## src/ucs_pkg.sv

```systemverilog
// url component splitter: shared types and constants
// phase codes, component tags, character codes, tracker state record
// no dependencies
package ucs_pkg;

   // characters that steer the phase
   localparam logic [7:0] ChColon    = 8'h3A;
   localparam logic [7:0] ChSlash    = 8'h2F;
   localparam logic [7:0] ChQuestion = 8'h3F;
   localparam logic [7:0] ChHash     = 8'h23;
   localparam logic [7:0] ChNewline  = 8'h0A;
   localparam logic [7:0] ChZero     = 8'h30;
   localparam logic [7:0] ChNine     = 8'h39;

   // bytes skipped after the scheme colon, counting the colon itself
   localparam logic [1:0] SchemeSkip = 2'd3;

   // saturation limit of the port accumulator
   localparam logic [15:0] PortMax = 16'hFFFF;

   // component tag written into each result
   typedef enum logic [2:0] {
      PART_SCHEME = 3'd0,
      PART_HOST   = 3'd1,
      PART_PORT   = 3'd2,
      PART_PATH   = 3'd3,
      PART_QUERY  = 3'd4,
      PART_FRAG   = 3'd5,
      PART_DELIM  = 3'd6
   } part_type;

   // parser phase
   typedef enum logic [2:0] {
      PH_SCHEME = 3'd0,
      PH_HOST   = 3'd1,
      PH_PORT   = 3'd2,
      PH_PATH   = 3'd3,
      PH_QUERY  = 3'd4,
      PH_FRAG   = 3'd5,
      PH_SKIP   = 3'd6
   } phase_type;

   // state carried from one byte to the next
   typedef struct packed {
      phase_type   phase;
      logic [1:0]  slash_skip;
      logic [15:0] port_acc;
      logic        port_seen;
   } track_type;

   localparam track_type TrackReset = '{
      phase:      PH_SCHEME,
      slash_skip: 2'd0,
      port_acc:   16'd0,
      port_seen:  1'b0
   };

endpackage

```

## src/ucs_channels.sv

```systemverilog
// url component splitter: request and response channel interfaces
// valid/ready handshake, a transaction moves when both are high
// no dependencies
interface ucs_req_if;
   logic       valid;
   logic       ready;
   logic [7:0] in_byte;
   logic       in_last;

   modport source (output valid, output in_byte, output in_last, input ready);
   modport sink   (input valid, input in_byte, input in_last, output ready);
endinterface

interface ucs_rsp_if;
   logic        valid;
   logic        ready;
   logic [7:0]  out_byte;
   logic [2:0]  part;
   logic [15:0] port_value;
   logic        port_given;
   logic        url_done;

   modport source (output valid, output out_byte, output part, output port_value,
                   output port_given, output url_done, input ready);
   modport sink   (input valid, input out_byte, input part, input port_value,
                   input port_given, input url_done, output ready);
endinterface

```

## src/ucs_classify.sv

```systemverilog
// url component splitter: per-byte classification and state update
// pure combinational, depends on ucs_pkg
module ucs_classify (
   input  logic [7:0]         in_byte,
   input  logic               in_last,
   input  ucs_pkg::track_type track,
   output ucs_pkg::part_type  part,
   output logic [15:0]        port_value,
   output logic               port_given,
   output ucs_pkg::track_type track_next
);
   import ucs_pkg::*;

   logic        is_digit;
   logic [19:0] port_mac;
   logic [15:0] port_sat;
   track_type   upd;

   // port digit accumulate: acc*10 + digit as shifts and adds, then saturate
   assign is_digit = (in_byte >= ChZero) && (in_byte <= ChNine);
   assign port_mac = {1'b0, track.port_acc, 3'b000} + {3'b000, track.port_acc, 1'b0}
                     + {16'd0, in_byte[3:0]};
   assign port_sat = (port_mac > {4'd0, PortMax}) ? PortMax : port_mac[15:0];

   // phase transitions and tags
   always_comb begin
      upd  = track;
      part = PART_DELIM;
      if (in_last && (in_byte == ChNewline)) begin
         part = PART_DELIM;
      end else begin
         case (track.phase)
            PH_SKIP: begin
               if (track.slash_skip > 2'd1) begin
                  upd.slash_skip = track.slash_skip - 2'd1;
               end else begin
                  upd.slash_skip = 2'd0;
                  upd.phase      = PH_HOST;
               end
            end
            PH_HOST: begin
               if (in_byte == ChColon) begin
                  upd.phase = PH_PORT;
               end else if (in_byte == ChSlash) begin
                  upd.phase = PH_PATH;
               end else if (in_byte == ChQuestion) begin
                  upd.phase = PH_QUERY;
               end else if (in_byte == ChHash) begin
                  upd.phase = PH_FRAG;
               end else begin
                  part = PART_HOST;
               end
            end
            PH_PORT: begin
               if (in_byte == ChSlash) begin
                  upd.phase = PH_PATH;
               end else if (in_byte == ChQuestion) begin
                  upd.phase = PH_QUERY;
               end else if (in_byte == ChHash) begin
                  upd.phase = PH_FRAG;
               end else begin
                  part = PART_PORT;
                  if (is_digit) begin
                     upd.port_acc  = port_sat;
                     upd.port_seen = 1'b1;
                  end
               end
            end
            PH_PATH: begin
               if (in_byte == ChQuestion) begin
                  upd.phase = PH_QUERY;
               end else if (in_byte == ChHash) begin
                  upd.phase = PH_FRAG;
               end else begin
                  part = PART_PATH;
               end
            end
            PH_QUERY: begin
               if (in_byte == ChHash) begin
                  upd.phase = PH_FRAG;
               end else begin
                  part = PART_QUERY;
               end
            end
            PH_FRAG: begin
               part = PART_FRAG;
            end
            default: begin
               if (in_byte == ChColon) begin
                  upd.phase      = PH_SKIP;
                  upd.slash_skip = SchemeSkip - 2'd1;
               end else begin
                  upd.phase = PH_SCHEME;
                  part      = PART_SCHEME;
               end
            end
         endcase
      end
   end

   // report values after this byte, then return to reset at end of url
   assign port_value = upd.port_acc;
   assign port_given = upd.port_seen;
   assign track_next = in_last ? TrackReset : upd;

endmodule

```

## src/url_component_splitter_top.sv

```systemverilog
// url component splitter: top level with input register, tracker and result register
// depends on ucs_pkg, ucs_channels (ucs_req_if, ucs_rsp_if) and ucs_classify
//
// Takes a URL one byte per transaction (last flag on the final byte) and returns one
// result per byte: the byte, its component tag (scheme, host, port, path, query,
// fragment, or delimiter/dropped), the port accumulated so far and whether a port
// digit was seen. Throughput is one byte per clock while the response side is ready;
// the phase tracker updates as a byte moves from the input register to the result
// register, which drives the valid response. Both registers
// hold a byte under backpressure; while a finished result waits, one more request
// is taken into the empty input register. State returns to reset after each last
// byte.
module url_component_splitter_top (
   input logic     clock,
   input logic     reset,
   ucs_req_if.sink   req_bus,
   ucs_rsp_if.source rsp_bus
);
   import ucs_pkg::*;

   logic       in_valid_ff, in_valid_in;
   logic [7:0] in_byte_ff;
   logic       in_last_ff;

   logic        out_valid_ff, out_valid_in;
   logic [7:0]  out_byte_ff;
   part_type    out_part_ff;
   logic [15:0] out_port_ff;
   logic        out_given_ff;
   logic        out_done_ff;

   track_type track_ff;
   track_type track_in;
   part_type  cls_part;
   logic [15:0] cls_port;
   logic        cls_given;

   logic advance;
   logic take;

   // handshake: move the input stage forward when the result slot frees
   assign advance       = in_valid_ff && (!out_valid_ff || rsp_bus.ready);
   assign req_bus.ready = !in_valid_ff || advance;
   assign take          = req_bus.valid && req_bus.ready;

   assign in_valid_in  = take || (in_valid_ff && !advance);
   assign out_valid_in = advance || (out_valid_ff && !rsp_bus.ready);

   // classification of the byte in the input register
   ucs_classify u_classify (
      .in_byte    (in_byte_ff),
      .in_last    (in_last_ff),
      .track      (track_ff),
      .part       (cls_part),
      .port_value (cls_port),
      .port_given (cls_given),
      .track_next (track_in)
   );

   // control registers
   always_ff @(posedge clock) begin
      if (reset) begin
         in_valid_ff  <= 1'b0;
         out_valid_ff <= 1'b0;
         track_ff     <= TrackReset;
      end else begin
         in_valid_ff  <= in_valid_in;
         out_valid_ff <= out_valid_in;
         if (advance) begin
            track_ff <= track_in;
         end
      end
   end

   // input payload register
   always_ff @(posedge clock) begin
      if (take) begin
         in_byte_ff <= req_bus.in_byte;
         in_last_ff <= req_bus.in_last;
      end
   end

   // result payload register
   always_ff @(posedge clock) begin
      if (advance) begin
         out_byte_ff  <= in_byte_ff;
         out_part_ff  <= cls_part;
         out_port_ff  <= cls_port;
         out_given_ff <= cls_given;
         out_done_ff  <= in_last_ff;
      end
   end

   assign rsp_bus.valid      = out_valid_ff;
   assign rsp_bus.out_byte   = out_byte_ff;
   assign rsp_bus.part       = out_part_ff;
   assign rsp_bus.port_value = out_port_ff;
   assign rsp_bus.port_given = out_given_ff;
   assign rsp_bus.url_done   = out_done_ff;

endmodule
```

## src/flat_wrapper.sv

```systemverilog
// flat-port wrapper written by rule: the top's interface ports become plain ports
module url_component_splitter_top_flat import ucs_pkg::*;
  (clock, reset, req_bus_valid, req_bus_in_byte, req_bus_in_last, req_bus_ready, rsp_bus_valid, rsp_bus_out_byte, rsp_bus_part, rsp_bus_port_value, rsp_bus_port_given, rsp_bus_url_done, rsp_bus_ready);
  ucs_req_if req_bus_i ();
  ucs_rsp_if rsp_bus_i ();
  input logic clock;
  input logic reset;
  input wire logic [$bits(req_bus_i.valid)-1:0] req_bus_valid;
  input wire logic [$bits(req_bus_i.in_byte)-1:0] req_bus_in_byte;
  input wire logic [$bits(req_bus_i.in_last)-1:0] req_bus_in_last;
  output wire logic [$bits(req_bus_i.ready)-1:0] req_bus_ready;
  output wire logic [$bits(rsp_bus_i.valid)-1:0] rsp_bus_valid;
  output wire logic [$bits(rsp_bus_i.out_byte)-1:0] rsp_bus_out_byte;
  output wire logic [$bits(rsp_bus_i.part)-1:0] rsp_bus_part;
  output wire logic [$bits(rsp_bus_i.port_value)-1:0] rsp_bus_port_value;
  output wire logic [$bits(rsp_bus_i.port_given)-1:0] rsp_bus_port_given;
  output wire logic [$bits(rsp_bus_i.url_done)-1:0] rsp_bus_url_done;
  input wire logic [$bits(rsp_bus_i.ready)-1:0] rsp_bus_ready;
  assign req_bus_i.valid = req_bus_valid;
  assign req_bus_i.in_byte = req_bus_in_byte;
  assign req_bus_i.in_last = req_bus_in_last;
  assign req_bus_ready = req_bus_i.ready;
  assign rsp_bus_valid = rsp_bus_i.valid;
  assign rsp_bus_out_byte = rsp_bus_i.out_byte;
  assign rsp_bus_part = rsp_bus_i.part;
  assign rsp_bus_port_value = rsp_bus_i.port_value;
  assign rsp_bus_port_given = rsp_bus_i.port_given;
  assign rsp_bus_url_done = rsp_bus_i.url_done;
  assign rsp_bus_i.ready = rsp_bus_ready;
  url_component_splitter_top u_core (.clock(clock), .reset(reset), .req_bus(req_bus_i), .rsp_bus(rsp_bus_i));
endmodule
```

## config.mk

```make
export PLATFORM = sky130hd
export DESIGN_NAME = url_component_splitter_top_flat
export DESIGN_NICKNAME = d
export VERILOG_FILES = /design/src/ucs_pkg.sv /design/src/ucs_channels.sv /design/src/ucs_classify.sv /design/src/url_component_splitter_top.sv /design/src/flat_wrapper.sv
export SDC_FILE = /design/constraint.sdc
export NUM_CORES = 1
export LEC_CHECK = 0
export CAP_MARGIN = 20
export CORE_ASPECT_RATIO = 1.5
export CORE_MARGIN = 4
export CORE_UTILIZATION = 43
export DETAILED_ROUTE_END_ITERATION = 10
export DONT_BUFFER_PORTS = 1
export SLEW_MARGIN = 15
export SYNTH_ARGS = -nofsm -noshare
export SYNTH_HDL_FRONTEND = slang
export SYNTH_HIERARCHICAL = 1
export SYNTH_SLANG_ARGS = --single-unit
```

## constraint.sdc

```tcl
create_clock -name clock -period 3.6 [get_ports clock]
set_clock_uncertainty 0.1 [all_clocks]
set_input_delay 0.54 -clock clock [delete_from_list [all_inputs] [get_ports clock]]
set_output_delay 0.54 -clock clock [all_outputs]
set_load 0.01 [all_outputs]
```

* Yosys cells after proc, flatten, opt, wreduce, memory -nomap -nowiden *
Index checks and enable logic that the tools add are counted.
Widths: inputs -> output; s select.

cells by class
  $add $sub $neg = 3
  magnitude comparators = 4
  equality and inequality tests = 15
  muxes and demuxes = 29
  reductions and logical operators = 18

operators with widths
  kind                  count
  $mux 17               5
  $mux 3                15
  $mux 22               2
  $pmux 3 s6            2
  $eq 8x6->1 const B    4
  $add 19x17->20        1
  $add 20x4->20         1
  $gt 20x16->1 const B  1
  $mux 16               1
  $eq 3x3->1 const B    3
  $eq 8x4->1 const B    1
  $ge 8x6->1 const B    1
  $le 8x6->1 const B    1
  $reduce_and 4->1      2
  $eq 3x2->1 const B    2
  $logic_and 1x1->1     6
  $mux 2                3
  $ne 2x1->1 const B    3
  $reduce_or 5->1       1
  $logic_not 1->1       4
  $logic_or 1x1->1      4
  $pmux 2 s2            1
  $eq 3x1->1 const B    1
  $ne 3x2->1 const B    1
  3 further kinds       3

word-level totals
  bits in registers = 62
  input bits = 13
  output and inout bits = 31
  word-level logic and storage cells = 82

* Longest topological paths before layout *
Gate-level depths: netlist (run 1).

  depth in word-level cells = 11
  mapped depth = 13
  depth with buffers taken out = 12

* Hierarchy *
The synthesis (run 1) kept the hierarchy.

by module, submodules not included
  module                      times used  cells an instance  area each (um^2)  seq. area each (um^2)
  url_component_splitter_top  1           144                2,235.9           1,621.6
  ucs_classify                1           280                1,941.9           0.0

* Least setup slack after synthesis (run 1) *
No wires, ideal clock.

  path kind = register to register
  start = reg u_core.in_byte_ff[3]
  end = reg u_core/track_ff[16] in the netlist's numbering
  library setup time = 72 ps
  arrival = 3,208 ps
  data required time = 3,428 ps
  path slack = 220 ps
  cell stages (with the launch flop) = 13
  path buffers = 1
  clock period less this slack = 3,380 ps
  path through = edfxtp_1 fa_1 fa_1 a211oi_1 o211ai_1 a211oi_1 nor3_1 a2bb2oi_2 buf_4 nor3_1 a211oi_1 nand2b_1 mux2i_1

RTL lines
  what                    RTL line                          source
  from (decl)             url_component_splitter_top.sv:22  logic [7:0] in_byte_ff;
  from (signal assigned)  url_component_splitter_top.sv:78  in_byte_ff <= req_bus.in_byte;
  to (signal assigned)    url_component_splitter_top.sv:65  track_ff <= TrackReset;
  to (signal assigned)    url_component_splitter_top.sv:70  track_ff <= track_in;
  to (decl)               url_component_splitter_top.sv:32  track_type track_ff;

==> metrics.txt, run 1 <==
outcome=complete, no violations; Setup CP Type=flip-flop to flip-flop; Detail Route Antenna Nets=0; Final Hold Viols=0; worst skew pair latency=0.33 ns; CP arrival=3.54 ns; r2r endpoint=u_core/track_ff[7]; PnR worst setup slack=approximately 0.22 ns; crit-path cells=ha_1 -> ha_1 -> fa_2 -> a211oi_2 -> o211ai_1 -> a211oi_2 -> nor3_1 -> a2bb2oi_2 -> buf_12 -> buf_6 -> nor3_1 -> a211oi_1 -> nand2b_1 -> mux2i_1; final hold slack=0.1779 ns; synthesized area per cell=9.853 µm²; first-pass GRT wire length=15570 µm; synth-to-layout area growth=12.07%; TNS Setup=0 ns; Setup Viol. Count Final=0; # clock sinks=62; placed instance area=approximately 0.0043 mm²; Synth async-reset ratio=0%; vias in the first global route=3189; syn nets=470; Slew @ Worst Pin=1.017 ns; layout cell share with drive strength beyond 1=between 15 and 20%; Num CTS Buffers=9; Synth warnings=6; post-synthesis cell area=0.004178 mm²; Placeable Area=0.009361 mm²; initial DRC count=206; TritonRoute pass-1 iters=4; Die Span X=88.48 µm; CTS tree=yes; H-tree lvl count=3; Avg WL per Cell=18.32 µm; peak supply drop=0.4438 mV; Via density=5.978; commonest non-fill, non-tap cell in the layout=nand2b_1; part of the power in registers=49.0%; count of pins over their slew limit=0; die area=0.01139 mm²; most frequent cells in the layout=48 x nand2b_1, 40 x a21oi_1, 38 x edfxtp_1, 31 x ha_1, 27 x nor2_1; sw power=0.3631 mW; RSZ-0062 raised after global routing=false; Seq cells post-synth=62; Die H=128.7 µm; hpwl dp=between 6000 and 7000 µm; Power Density=346.6 mW/mm²; initial antenna violation count=0; Max Cap Viol=0; CP max FO=9; Gate Count Post-Synth=between 400 and 500; FMAX=between 200 and 300 MHz; gr ovfl total=0; critical path's largest stage delay=0.42 ns; Top FF cell, synth=edfxtp_1; worst endpoint required time=3.76 ns; leakage power=1.816 nW; Std-Cell Rows=43; Power, Total=1.623 mW; DRC=0; pre-CTS setup slack=-0.04117 ns; dpl cells=between 500 and 600; Max-slew headroom=about 32%; routed vias=approximately 3300; Synth cell types=65; flop2flop setup slack=0.22 ns; clk slew on worst S/H paths=~0.06 ns; clk root buf=clkbuf_16; Hold Crit Class=input pin to flip-flop; fin crit period=3.381 ns; CP Capture Point=u_core/track_ff[7]; gr usage total=17.62%; Routed WL=between 10000 and 15000 µm; final instance area=0.004682 mm²; Post-synth EDFFs=38; I/O Pins=44; Seq/Total Area, Yosys=38.81%; Setup crit start=u_core/in_byte_ff[2]; critical path's slowest cell=edfxtp_1; initial core utilization=between 40% and 50%; Setup crit end kind=flip-flop; Finished Layout Cells=548; power share of the combinational group=under 10%; Final Util=between 50% and 60%; Sw Share=22.38%; synth top area cells=edfxtp_1 27%, dfxtp_1 12%, ha_1 9.3%, nand2b_1 7.2%, mux2i_1 5.5%; n_diodes=0; final period utilization=93.91%; Max clock buf depth=2; critical path startpoint category=flip-flop; # port buffers=0; worst reg2reg path depth=14; R2R Path Start=u_core/in_byte_ff[2]; largest net degree at the start of global routing=47; Clock Power Share=48.0%; internal power=1.260 mW; Placer Congestion=0.8268; Layout Nets=477; Synth area leader=edfxtp_1; top-area cell type share of the netlist area=27.31%
## synth_stat cells, types with 9 or more instances
master and n:
edfxtp_1 38, dfxtp_1 24, nand2_1 22, nor2_1 27, clkbuf_1 14, ha_1 31
a21oi_1 40, mux2i_1 23, o21ai_0 13, nand2b_1 48, nand3_1 9, nor3_1 19
a211oi_1 20
## metal layers
metal / vias up / wire length [µm] / global-route usage, %
met2: 98 / 5290 / 30.45
met4: 0 / 277 / 8.541
li1: 1592 / - / -
met5: - / 0 / 0
met1: 1564 / 4071 / 20.57
met3: 22 / 399 / 3.267
## worst max-delay path, delay by kind of cell, from the launching register on
kind	cells	cell delay (ns)
compound gates	5	1.17
fa+ha+maj	3	0.91
buf+inv	2	0.31
flops	1	0.42
mux	1	0.13
simple gates	3	0.27
## power by group through the flow
| stage | Clock, mW | Sequential (mW) | Combinational, mW |
|---|---|---|---|
| after global placement | 0 | 0.810 | 0.0480 |
| after CTS | 0.799 | 0.796 | 0.0484 |
| after floorplan | 0 | 0.803 | 0.0496 |
| after global routing | 0.836 | 0.798 | 0.0528 |
| final | 0.778 | 0.795 | 0.0491 |
| after detailed placement | 0 | 0.811 | 0.0486 |
## cell families (layout without fill, tap and decap cells)
logic type / count (synthesis) / count (layout) / synth area share, %
xor gates and xnor gates: 11 / 11 / 2.306
AOI/OAI and AO/OA: 107 / 107 / 16.92
and+or+nand+nor: 157 / 157 / 21.38
adders and majority gates: 33 / 33 / 10.24
muxes: 25 / 25 / 6.050
buffers and inverters: 29 / 41 / 4.282
DFF: 62 / 62 / 38.81
## final cells by class
type / instances / area, µm²
Fill cell: 854 / 4679
Multi-Input combinational cell: 333 / 2432
Sequential cell: 62 / 1622
Clock buffer: 10 / 229.0
Timing Repair Buffer: 21 / 203.9
Tap cell: 112 / 140.1
Clock inverter: 6 / 40.04
Inverter: 4 / 15.01
## what timing repair did
action	in CTS	in global routing
cloned	0	1
endpoints found under the hold margin	0	0
hold buffers	0	0
gates resized for setup	2	11
buffers inserted	0	6
setup endpoints to repair	3	32
pin swaps	0	8
## sequential cells by signal, indices dropped and copies added (netlist names)
register                   count
u_core/in_byte_ff              8
u_core/track_ff               22
u_core/in_last_ff              1
u_core/rsp_bus.out_byte        8
u_core/rsp_bus.part            3
u_core/in_valid_ff             1
u_core/rsp_bus.valid           1
u_core/rsp_bus.port_value     16
u_core/rsp_bus.url_done        1
u_core/rsp_bus.port_given      1
## how the worst min path moves through the flow
stage / start / end / slack (ns) / cells past startpoint
2_1_floorplan: u_core/in_byte_ff[5] / u_core/rsp_bus.out_byte[5] / 0.34 / 0
3_3_place_gp: u_core/track_ff[0] / u_core/track_ff[0] / 0.36 / 2
4_1_cts: reset / u_core/in_valid_ff / 0.17 / 1
3_5_place_dp: u_core/track_ff[0] / u_core/track_ff[0] / 0.37 / 2
5_1_grt: reset / u_core/in_valid_ff / 0.17 / 1
6_report: reset / u_core/in_valid_ff / 0.18 / 1
Note: power is estimated with default switching activity, not from simulation.
==> inputs of run 2 (changes only) <==
--- a/config.mk
+++ b/config.mk
@@ -8,9 +8,11 @@
 export CAP_MARGIN = 20
 export CORE_ASPECT_RATIO = 1.5
 export CORE_MARGIN = 4
-export CORE_UTILIZATION = 43
+export CORE_UTILIZATION = 50
 export DETAILED_ROUTE_END_ITERATION = 10
 export DONT_BUFFER_PORTS = 1
+export PLACE_DENSITY = 0.68
+export SKIP_CTS_REPAIR_TIMING = 1
 export SLEW_MARGIN = 15
 export SYNTH_ARGS = -nofsm -noshare
 export SYNTH_HDL_FRONTEND = slang
==> run 2 against run 1 <==
Net effect:
- sequential share of layout area is 0.27 points higher
- register-to-register slack worse by 0.06 ns
- critical path depth is 2 lower
- cell count is 1.8% lower
- global-route usage is 3.1 points higher
- wire length is 2.9% lower
- sequential power hardly changed
- combinational power hardly changed
- fmax is 1.6% lower
- core utilization is 7.6 points higher
- design area is 0.77% lower
- largest cell class unchanged
==> metrics.txt, run 2 (same netlist as run 1, synthesis figures left out) <==
final period utilization=95.45%; max reg flops=22; hpwl dp=just under 7000 µm; Num CTS Buffers=9; crit-path cells=fa_1 -> fa_2 -> a211oi_2 -> o211ai_1 -> a211oi_2 -> nor2_1 -> a2bb2oi_2 -> buf_4 -> nor3_1 -> a211oi_1 -> nand2b_1 -> mux2i_1; dpl cells=521; FMAX=291.0 MHz; initial DRC count=183; CP arrival=3.52 ns; RSZ-0062 raised after global routing=true; CP max FO=9; clk slew on worst S/H paths=0.06 ns; clk root buf=clkbuf_16; Setup crit end kind=flip-flop; largest register by flop count=u_core/track_ff; outcome=complete, no violations; critical path startpoint category=flip-flop; Max clock buf depth=2; initial core utilization=approximately 52%; gr usage total=20.70%; Placer Congestion=0.9056; worst skew pair latency=0.34 ns; Multi-input gate area=approximately 0.0024 mm²; register area=0.001622 mm²; layout cell share with drive strength beyond 1=14.09%; DRC=0; critical path's slowest cell=fa_1; Setup CP Type=flip-flop to flip-flop; CTS tree=yes; Fillers=about 670; Max-slew headroom=28.69%; PnR worst setup slack=0.1639 ns; Die H=roughly 120 µm; H-tree lvl count=3; routed vias=around 3300; Slew @ Worst Pin=1.070 ns; Std-Cell Rows=40; most frequent cells in the layout=48 x nand2b_1, 40 x a21oi_1, 38 x edfxtp_1, 31 x ha_1, 27 x nor2_1; leakage power=roughly 1.8 nW; Power Density=between 300 and 400 mW/mm²; peak supply drop=~0.33 mV; largest net degree at the start of global routing=47; Layout Nets=474; n_diodes=0; Avg WL per Cell=18.12 µm; count of pins over their slew limit=0; worst endpoint required time=3.68 ns; Via density=6.082; vias in the first global route=3153; commonest non-fill, non-tap cell in the layout=nand2b_1; Routed WL=9747 µm; Finished Layout Cells=538; Hold Crit Class=input pin to flip-flop; Detail Route Antenna Nets=0; fin crit period=3.436 ns; Placeable Area=0.008058 mm²; first-pass GRT wire length=~16000 µm; gr ovfl total=0; # port buffers=0; Max Cap Viol=0; critical path's largest stage delay=about 0.50 ns; Die Span X=82.64 µm; Final Hold Viols=0; die area=~0.0099 mm²; # clock sinks=62; Setup Viol. Count Final=0; TritonRoute pass-1 iters=4; pre-CTS setup slack=-0.007927 ns; I/O Pins=44; CP most frequent cell=a211oi_2; synth-to-layout area growth=11.20%; initial antenna violation count=0
[run 2: metal layers]
metal,vias up,track usage (%),part of all wire [%]
met1,1562,22.75,40
met4,0,11.66,3.7
met5,-,0,0
met3,25,4.655,4.3
li1,1587,-,-
met2,98,35.49,52
[run 2: cell type report]
cell class | instances | area share, %
Clock buffer | 9 | 4.848
Clock inverter | 7 | 2.208
Inverter | 4 | 0.3232
Multi-Input combinational cell | 333 | 51.98
Sequential cell | 62 | 34.90
Tap cell | 105 | 2.828
Timing Repair Buffer | 18 | 2.909
[run 2: final timing paths]
check / slack [ns] / cells after the start / to / start
max reg2reg: 0.16 / 12 / u_core/track_ff[5] / u_core/in_byte_ff[3]
min: 0.18 / 1 / u_core/in_valid_ff / reset
min reg2reg: 0.38 / 0 / u_core/rsp_bus.out_byte[5] / u_core/in_byte_ff[5]
max: 0.16 / 12 / u_core/track_ff[5] / u_core/in_byte_ff[3]
[run 2: power breakdown]
group	total [mW]	switching, mW	internal (mW)
Sequential	0.796	0.0223	0.773
Clock	0.961	0.347	0.614
Combinational	0.0491	0.0259	0.0232
Total	1.81	0.395	1.41
[run 2: stage by stage]
stage	utilization [%]	hold slack [ns]	TNS [ns]	power, mW	instance area (µm²)
2_1_floorplan	-	0.3408	0	0.8522	4178
3_3_place_gp	53.09	0.3526	0	0.8574	4278
3_5_place_dp	53.09	0.3588	-0.01654	0.8594	4278
4_1_cts	57.16	0.1596	-0.04597	1.823	4606
5_1_grt	57.66	0.1734	-0.01520	1.861	4646
6_report	57.66	0.1837	0	1.806	4646
[run 2: critical path, delay by kind of cell (launching register included)]
family | cells | cell delay (ns)
AO/OA/AOI/OAI | 5 | 1.08
adder cells (fa/ha/maj) | 2 | 0.92
buffers and inverters | 1 | 0.20
flip-flops | 1 | 0.40
multiplexers | 1 | 0.07
AND/OR/NAND/NOR | 3 | 0.52
